**src/design/igsp_pkg.sv**
```systemverilog
// Package for the implicit-graph shortest-path engine.
// Widths, register indexes, controller commands and datapath status.
// No dependencies.
`default_nettype none

package igsp_pkg;

    localparam int NODE_W     = 20;  // node fields of a request
    localparam int COST_W     = 7;   // edge cost registers
    localparam int MOD_W      = 21;  // modulus register
    localparam int PCOST_W    = 27;  // path cost result
    localparam int DIST_W     = 28;  // internal distance
    localparam int INODE_W    = 21;  // internal node, covers any modulus
    localparam int KEY_W      = DIST_W + INODE_W;
    localparam int PROD_W     = 2 * INODE_W;
    localparam int MOD_STEPS  = PROD_W;
    localparam int STEP_W     = $clog2(MOD_STEPS);
    localparam int DSTORE_W   = DIST_W + 1;  // visited bit and distance

    localparam int CFG_IDX_W  = 2;
    localparam int CFG_DATA_W = MOD_W;

    localparam logic [CFG_IDX_W-1:0] REG_COST_A  = 2'd0;
    localparam logic [CFG_IDX_W-1:0] REG_COST_B  = 2'd1;
    localparam logic [CFG_IDX_W-1:0] REG_MODULUS = 2'd2;

    localparam int MAX_NODES_DEF  = 1048576;
    localparam int HEAP_DEPTH_DEF = 2097152;

    typedef enum logic [4:0] {
        OP_NONE,
        OP_LOAD,
        OP_CHECK,
        OP_CLEAR,
        OP_INIT,
        OP_POP_RD,
        OP_POP_TAKE,
        OP_POP_LAST,
        OP_SD_STEP,
        OP_SD_C1,
        OP_SD_C2,
        OP_SD_MOVE,
        OP_PROC_RD,
        OP_PROC_CHK,
        OP_RLX_RD,
        OP_RLX_CHK,
        OP_SU_STEP,
        OP_SU_CMP,
        OP_MUL,
        OP_MOD_INIT,
        OP_MOD_STEP,
        OP_RLX2_SET,
        OP_FIN
    } t_op;

    typedef struct packed {
        t_op op;
    } t_cmd;

    typedef struct packed {
        logic bad;
        logic same;
        logic clear_last;
        logic hc_zero;
        logic pop_last_one;
        logic sd_end;
        logic has_c2;
        logic sd_stop;
        logic hit;
        logic stale;
        logic relax_take;
        logic heap_full;
        logic su_root;
        logic su_stop;
        logic mod_last;
    } t_sts;

endpackage

`default_nettype wire

```
**src/design/igsp_ctrl.sv**
```systemverilog
// Controller of the shortest-path engine: sequences the clearing pass,
// heap pops and pushes, edge relaxation and the result handshake.
// Depends on igsp_pkg.
`default_nettype none

module igsp_ctrl (
    input  wire logic           i_clk,
    input  wire logic           i_rst_n,
    input  wire logic           i_in_valid,
    output logic                o_in_ready,
    output logic                o_out_valid,
    input  wire logic           i_out_ready,
    input  wire igsp_pkg::t_sts i_sts,
    output igsp_pkg::t_cmd      o_cmd
);
    import igsp_pkg::*;

    typedef enum logic [4:0] {
        S_IDLE, S_CHECK, S_CLEAR, S_INIT, S_POP_RD, S_POP_TAKE, S_POP_LAST,
        S_SD_STEP, S_SD_C1, S_SD_C2, S_SD_MOVE, S_PROC_RD, S_PROC_CHK,
        S_RLX_RD, S_RLX_CHK, S_SU_STEP, S_SU_CMP, S_MUL, S_MOD_INIT,
        S_MOD_STEP, S_RLX2_SET, S_FIN
    } t_state;

    t_state r_state;
    logic   r_pass;    // set while the squared edge of the popped node is relaxed
    logic   fin_go;
    t_state after_relax;

    assign o_in_ready  = (r_state == S_IDLE);
    assign fin_go      = !o_out_valid || i_out_ready;
    assign after_relax = r_pass ? S_POP_RD : S_MUL;

    always_comb begin
        case (r_state)
            S_IDLE:     o_cmd.op = i_in_valid ? OP_LOAD : OP_NONE;
            S_CHECK:    o_cmd.op = OP_CHECK;
            S_CLEAR:    o_cmd.op = OP_CLEAR;
            S_INIT:     o_cmd.op = OP_INIT;
            S_POP_RD:   o_cmd.op = OP_POP_RD;
            S_POP_TAKE: o_cmd.op = OP_POP_TAKE;
            S_POP_LAST: o_cmd.op = OP_POP_LAST;
            S_SD_STEP:  o_cmd.op = OP_SD_STEP;
            S_SD_C1:    o_cmd.op = OP_SD_C1;
            S_SD_C2:    o_cmd.op = OP_SD_C2;
            S_SD_MOVE:  o_cmd.op = OP_SD_MOVE;
            S_PROC_RD:  o_cmd.op = OP_PROC_RD;
            S_PROC_CHK: o_cmd.op = OP_PROC_CHK;
            S_RLX_RD:   o_cmd.op = OP_RLX_RD;
            S_RLX_CHK:  o_cmd.op = OP_RLX_CHK;
            S_SU_STEP:  o_cmd.op = OP_SU_STEP;
            S_SU_CMP:   o_cmd.op = OP_SU_CMP;
            S_MUL:      o_cmd.op = OP_MUL;
            S_MOD_INIT: o_cmd.op = OP_MOD_INIT;
            S_MOD_STEP: o_cmd.op = OP_MOD_STEP;
            S_RLX2_SET: o_cmd.op = OP_RLX2_SET;
            S_FIN:      o_cmd.op = fin_go ? OP_FIN : OP_NONE;
            default:    o_cmd.op = OP_NONE;
        endcase
    end

    always_ff @(posedge i_clk) begin
        if (!i_rst_n) begin
            r_state     <= S_IDLE;
            r_pass      <= 1'b0;
            o_out_valid <= 1'b0;
        end else begin
            // in S_FIN the valid flag is set below instead
            if (o_out_valid && i_out_ready && (r_state != S_FIN)) begin
                o_out_valid <= 1'b0;
            end
            case (r_state)
                S_IDLE: begin
                    if (i_in_valid) begin
                        r_state <= S_CHECK;
                    end
                end
                S_CHECK: begin
                    r_state <= (i_sts.bad || i_sts.same) ? S_FIN : S_CLEAR;
                end
                S_CLEAR: begin
                    if (i_sts.clear_last) begin
                        r_state <= S_INIT;
                    end
                end
                S_INIT:     r_state <= S_POP_RD;
                S_POP_RD: begin
                    r_state <= i_sts.hc_zero ? S_FIN : S_POP_TAKE;
                end
                S_POP_TAKE: begin
                    r_state <= i_sts.pop_last_one ? S_PROC_RD : S_POP_LAST;
                end
                S_POP_LAST: r_state <= S_SD_STEP;
                S_SD_STEP: begin
                    r_state <= i_sts.sd_end ? S_PROC_RD : S_SD_C1;
                end
                S_SD_C1: begin
                    r_state <= i_sts.has_c2 ? S_SD_C2 : S_SD_MOVE;
                end
                S_SD_C2:    r_state <= S_SD_MOVE;
                S_SD_MOVE: begin
                    r_state <= i_sts.sd_stop ? S_PROC_RD : S_SD_STEP;
                end
                S_PROC_RD: begin
                    r_state <= i_sts.hit ? S_FIN : S_PROC_CHK;
                end
                S_PROC_CHK: begin
                    r_pass  <= 1'b0;
                    r_state <= i_sts.stale ? S_POP_RD : S_RLX_RD;
                end
                S_RLX_RD:   r_state <= S_RLX_CHK;
                S_RLX_CHK: begin
                    if (i_sts.relax_take && !i_sts.heap_full) begin
                        r_state <= S_SU_STEP;
                    end else begin
                        r_state <= after_relax;
                    end
                end
                S_SU_STEP: begin
                    r_state <= i_sts.su_root ? after_relax : S_SU_CMP;
                end
                S_SU_CMP: begin
                    r_state <= i_sts.su_stop ? after_relax : S_SU_STEP;
                end
                S_MUL:      r_state <= S_MOD_INIT;
                S_MOD_INIT: r_state <= S_MOD_STEP;
                S_MOD_STEP: begin
                    if (i_sts.mod_last) begin
                        r_state <= S_RLX2_SET;
                    end
                end
                S_RLX2_SET: begin
                    r_pass  <= 1'b1;
                    r_state <= S_RLX_RD;
                end
                S_FIN: begin
                    if (fin_go) begin
                        o_out_valid <= 1'b1;
                        r_state     <= S_IDLE;
                    end
                end
                default:    r_state <= S_IDLE;
            endcase
        end
    end
endmodule

`default_nettype wire

```
**config.mk**
```make
export PLATFORM = sky130hd
export DESIGN_NAME = igsp_ctrl
export DESIGN_NICKNAME = d
export VERILOG_FILES = /design/src/design/igsp_pkg.sv /design/src/design/igsp_ctrl.sv
export SDC_FILE = /design/constraint.sdc
export NUM_CORES = 1
export LEC_CHECK = 0
export BUFFER_PORTS_ARGS = -buffer_cell sky130_fd_sc_hd__buf_4
export CORE_UTILIZATION = 25
export CTS_CLUSTER_SIZE = 24
export DETAILED_ROUTE_END_ITERATION = 7
export HOLD_SLACK_MARGIN = 0.08
export PLACE_DENSITY = 0.46
export REMOVE_ABC_BUFFERS = 1
export SETUP_SLACK_MARGIN = 0.1
export SLEW_MARGIN = 20
export SYNTH_ARGS = -nofsm -noshare
export SYNTH_HDL_FRONTEND = slang
export SYNTH_SLANG_ARGS = --single-unit
```
**constraint.sdc**
```tcl
create_clock -name i_clk -period 2.1 [get_ports i_clk]
set_clock_uncertainty 0.2 [all_clocks]
set_input_delay 0.525 -clock i_clk [delete_from_list [all_inputs] [get_ports i_clk]]
set_output_delay 0.525 -clock i_clk [all_outputs]
set_load 0.05 [all_outputs]
```
==> impl_metrics.tcl <==
set metrics [dict create \
    status "complete, no violations" \
    antenna_found_initial 0 \
    nNetsFinal 208 \
    async_reset_ff_share_pct 0 \
    cts.sinks 7 \
    critPathCaptureType "output pin" \
    hold_viol 0 \
    first_pass_iters 4 \
    p_per_area_nw_per_um2 1710 \
    tritoncts.num_buffers 3 \
    io_pins 26 \
    yosysUniqueCellTypes 49 \
    maxSlewViolCount 0 \
    min_period_over_period_pct 96.6 \
    setup_viol 0 \
    synth_warnings 0 \
    final_area_um2 1520 \
    synth_cells 142 \
    min_period_ns 2.03 \
    insertion_delay_ns 0.23 \
    p_leak_nw 0.599 \
    r2r_start "r_state[2]$_SDFFE_PN0P_" \
    diodes 0 \
    fillers 389 \
    syn_area_um2 955 \
    synth-edff-count 0 \
    first_iter_violations 82 \
    total_power_mw 2.59 \
    tns_ns 0 \
    avgSynthCellArea_um2 6.72 \
    timing.fmax_ghz 0.493 \
    grt_first_pass_wirelength_um 5710 \
    grt_usage_pct 17.8 \
    root_buffer "clkbuf_8" \
    dieWidth_um 63.8 \
    port_buffers 25 \
    grt_max_degree 19 \
    synth_ff_type "dfxtp_1" \
    ir_drop_mv 0.830 \
    vias 1294 \
    hp-class "primary input to flop" \
    coreArea_um2 3660 \
    path_clk_slew_ns 0.04 \
    reg2regPathDepth 6 \
    first_global_vias 1202 \
    crit_start "r_state[2]$_SDFFE_PN0P_" \
    required_ns 1.37 \
    layout_common_cells "buf_4 (46), nor2_1 (13), o21ai_0 (13)" \
    gp_congestion 0.929 \
    critical_path_arrival_ns 1.30 \
    worst_pin_slew_ns 0.343 \
    clock_path_buffers 2 \
    ys_seq_area_share_pct 14.7 \
    rsz0062_at_grt "true" \
    hold_path_depth 2 \
    htree_levels 1 \
    layout_commonest_cell "buf_4" \
    drc 0 \
    relSlewSlack_pct 77.1 \
    viasPerCell 5.48 \
    hpwl_um 2600 \
    regToRegSetupSlack_ns 0.20 \
    critPathLaunchType "flop" \
    drt_wl_total_um 3550 \
    cp_max_fo 10 \
    ys_seq_elements 7 \
    overflow 0 \
    start_util_pct 26.1 \
    multi_input_area_um2 783 \
    die_area_um2 4070 \
    cap_violations 0 \
    critPathKind "flop to output pin" \
    drive_gt1_share_pct 43.6 \
    seq_area_um2 160 \
    placed_cell_area_um2 1280 \
    cts_tree "yes" \
    die_h_um 63.8 \
    wire_per_inst_um 15.1 \
    syn2layout_area_growth_pct 58.7 \
    min-delay-start "i_rst_n" \
    whs_ns 0.358 \
    rows 22 \
    final_antenna_net_count 0 \
]
cell type report:
class                           instances  share of cell area (%)
Inverter                                6                    1.98
Clock buffer                            4                    2.97
Tap cell                               48                    3.96
Timing Repair Buffer                   53                    28.8
Sequential cell                         7                    10.6
Multi-Input combinational cell        118                    51.7
power breakdown:
group          switching [mW]  internal, mW  leakage (nW)
logic                    1.13         0.909         0.515
registers               0.140         0.213        0.0612
clock network          0.0640         0.132        0.0228
total                    1.33          1.25         0.599
worst max-delay path, cell delays in order (launching register included):
cell and delay, ns:
dfxtp_4 0.38, or3_4 0.43, nor2_4 0.11, buf_8 0.15
cells in the mapped netlist, types with 3 or more instances:
| cell | count | area (µm²) |
|---|---|---|
| buf_2 | 4 | 20.0 |
| o21ai_1 | 3 | 15.0 |
| nor2b_1 | 4 | 25.0 |
| o21ai_0 | 15 | 75.1 |
| a21oi_1 | 10 | 50.1 |
| nor2_1 | 15 | 56.3 |
| inv_1 | 4 | 15.0 |
| nand3_1 | 6 | 30.0 |
| a31oi_1 | 8 | 50.1 |
| nor3_1 | 7 | 35.0 |
| nand2b_1 | 4 | 25.0 |
| nand2_1 | 9 | 33.8 |
| dfxtp_1 | 7 | 140 |
| clkbuf_1 | 6 | 22.5 |
routing by layer:
metal | vias up | global-route usage, % | wire [µm]
li1 | 629 | - | -
met4 | 0 | 7.10 | 89
met3 | 8 | 2.86 | 210
met2 | 52 | 27.0 | 1610
met5 | - | 0 | 0
met1 | 605 | 24.8 | 1640
cells by family (layout without fill, tap and decap cells):
kind of cell | count (synthesis) | in the layout | synth area share, %
simple gates | 59 | 59 | 35.8
compound gates | 58 | 58 | 41.0
buf+inv | 17 | 63 | 7.60
flops | 7 | 7 | 14.7
xor+xnor | 1 | 1 | 0.918
per-stage QoR:
stage          setup WS (ns)  std cells  utilization, %
2_1_floorplan         -0.679        131               -
3_3_place_gp         -0.0381        220            35.1
3_5_place_dp         -0.0759        220            35.1
4_1_cts               0.0418        230            39.3
5_1_grt               0.0323        236            41.4
6_report              0.0723        236            41.4
state kept, by name, indices dropped and copies added, names as in the netlist:
name	cells
o_out_valid	1
r_pass	1
r_state	5
worst paths after layout:
kind                              to
min reg2reg  r_state[2]$_SDFFE_PN0P_
max                       o_in_ready
max reg2reg  r_state[0]$_SDFFE_PN0P_
min           o_out_valid$_SDFF_PN0_
repair_timing:
action	CTS	global route
endpoints found under the hold margin	0	0
gates resized for setup	24	10
hold buffers	0	0
buffers inserted	6	6
setup endpoints to repair	7	6
pin swaps	5	7
No activity file was read; power rests on OpenSTA's default activity.
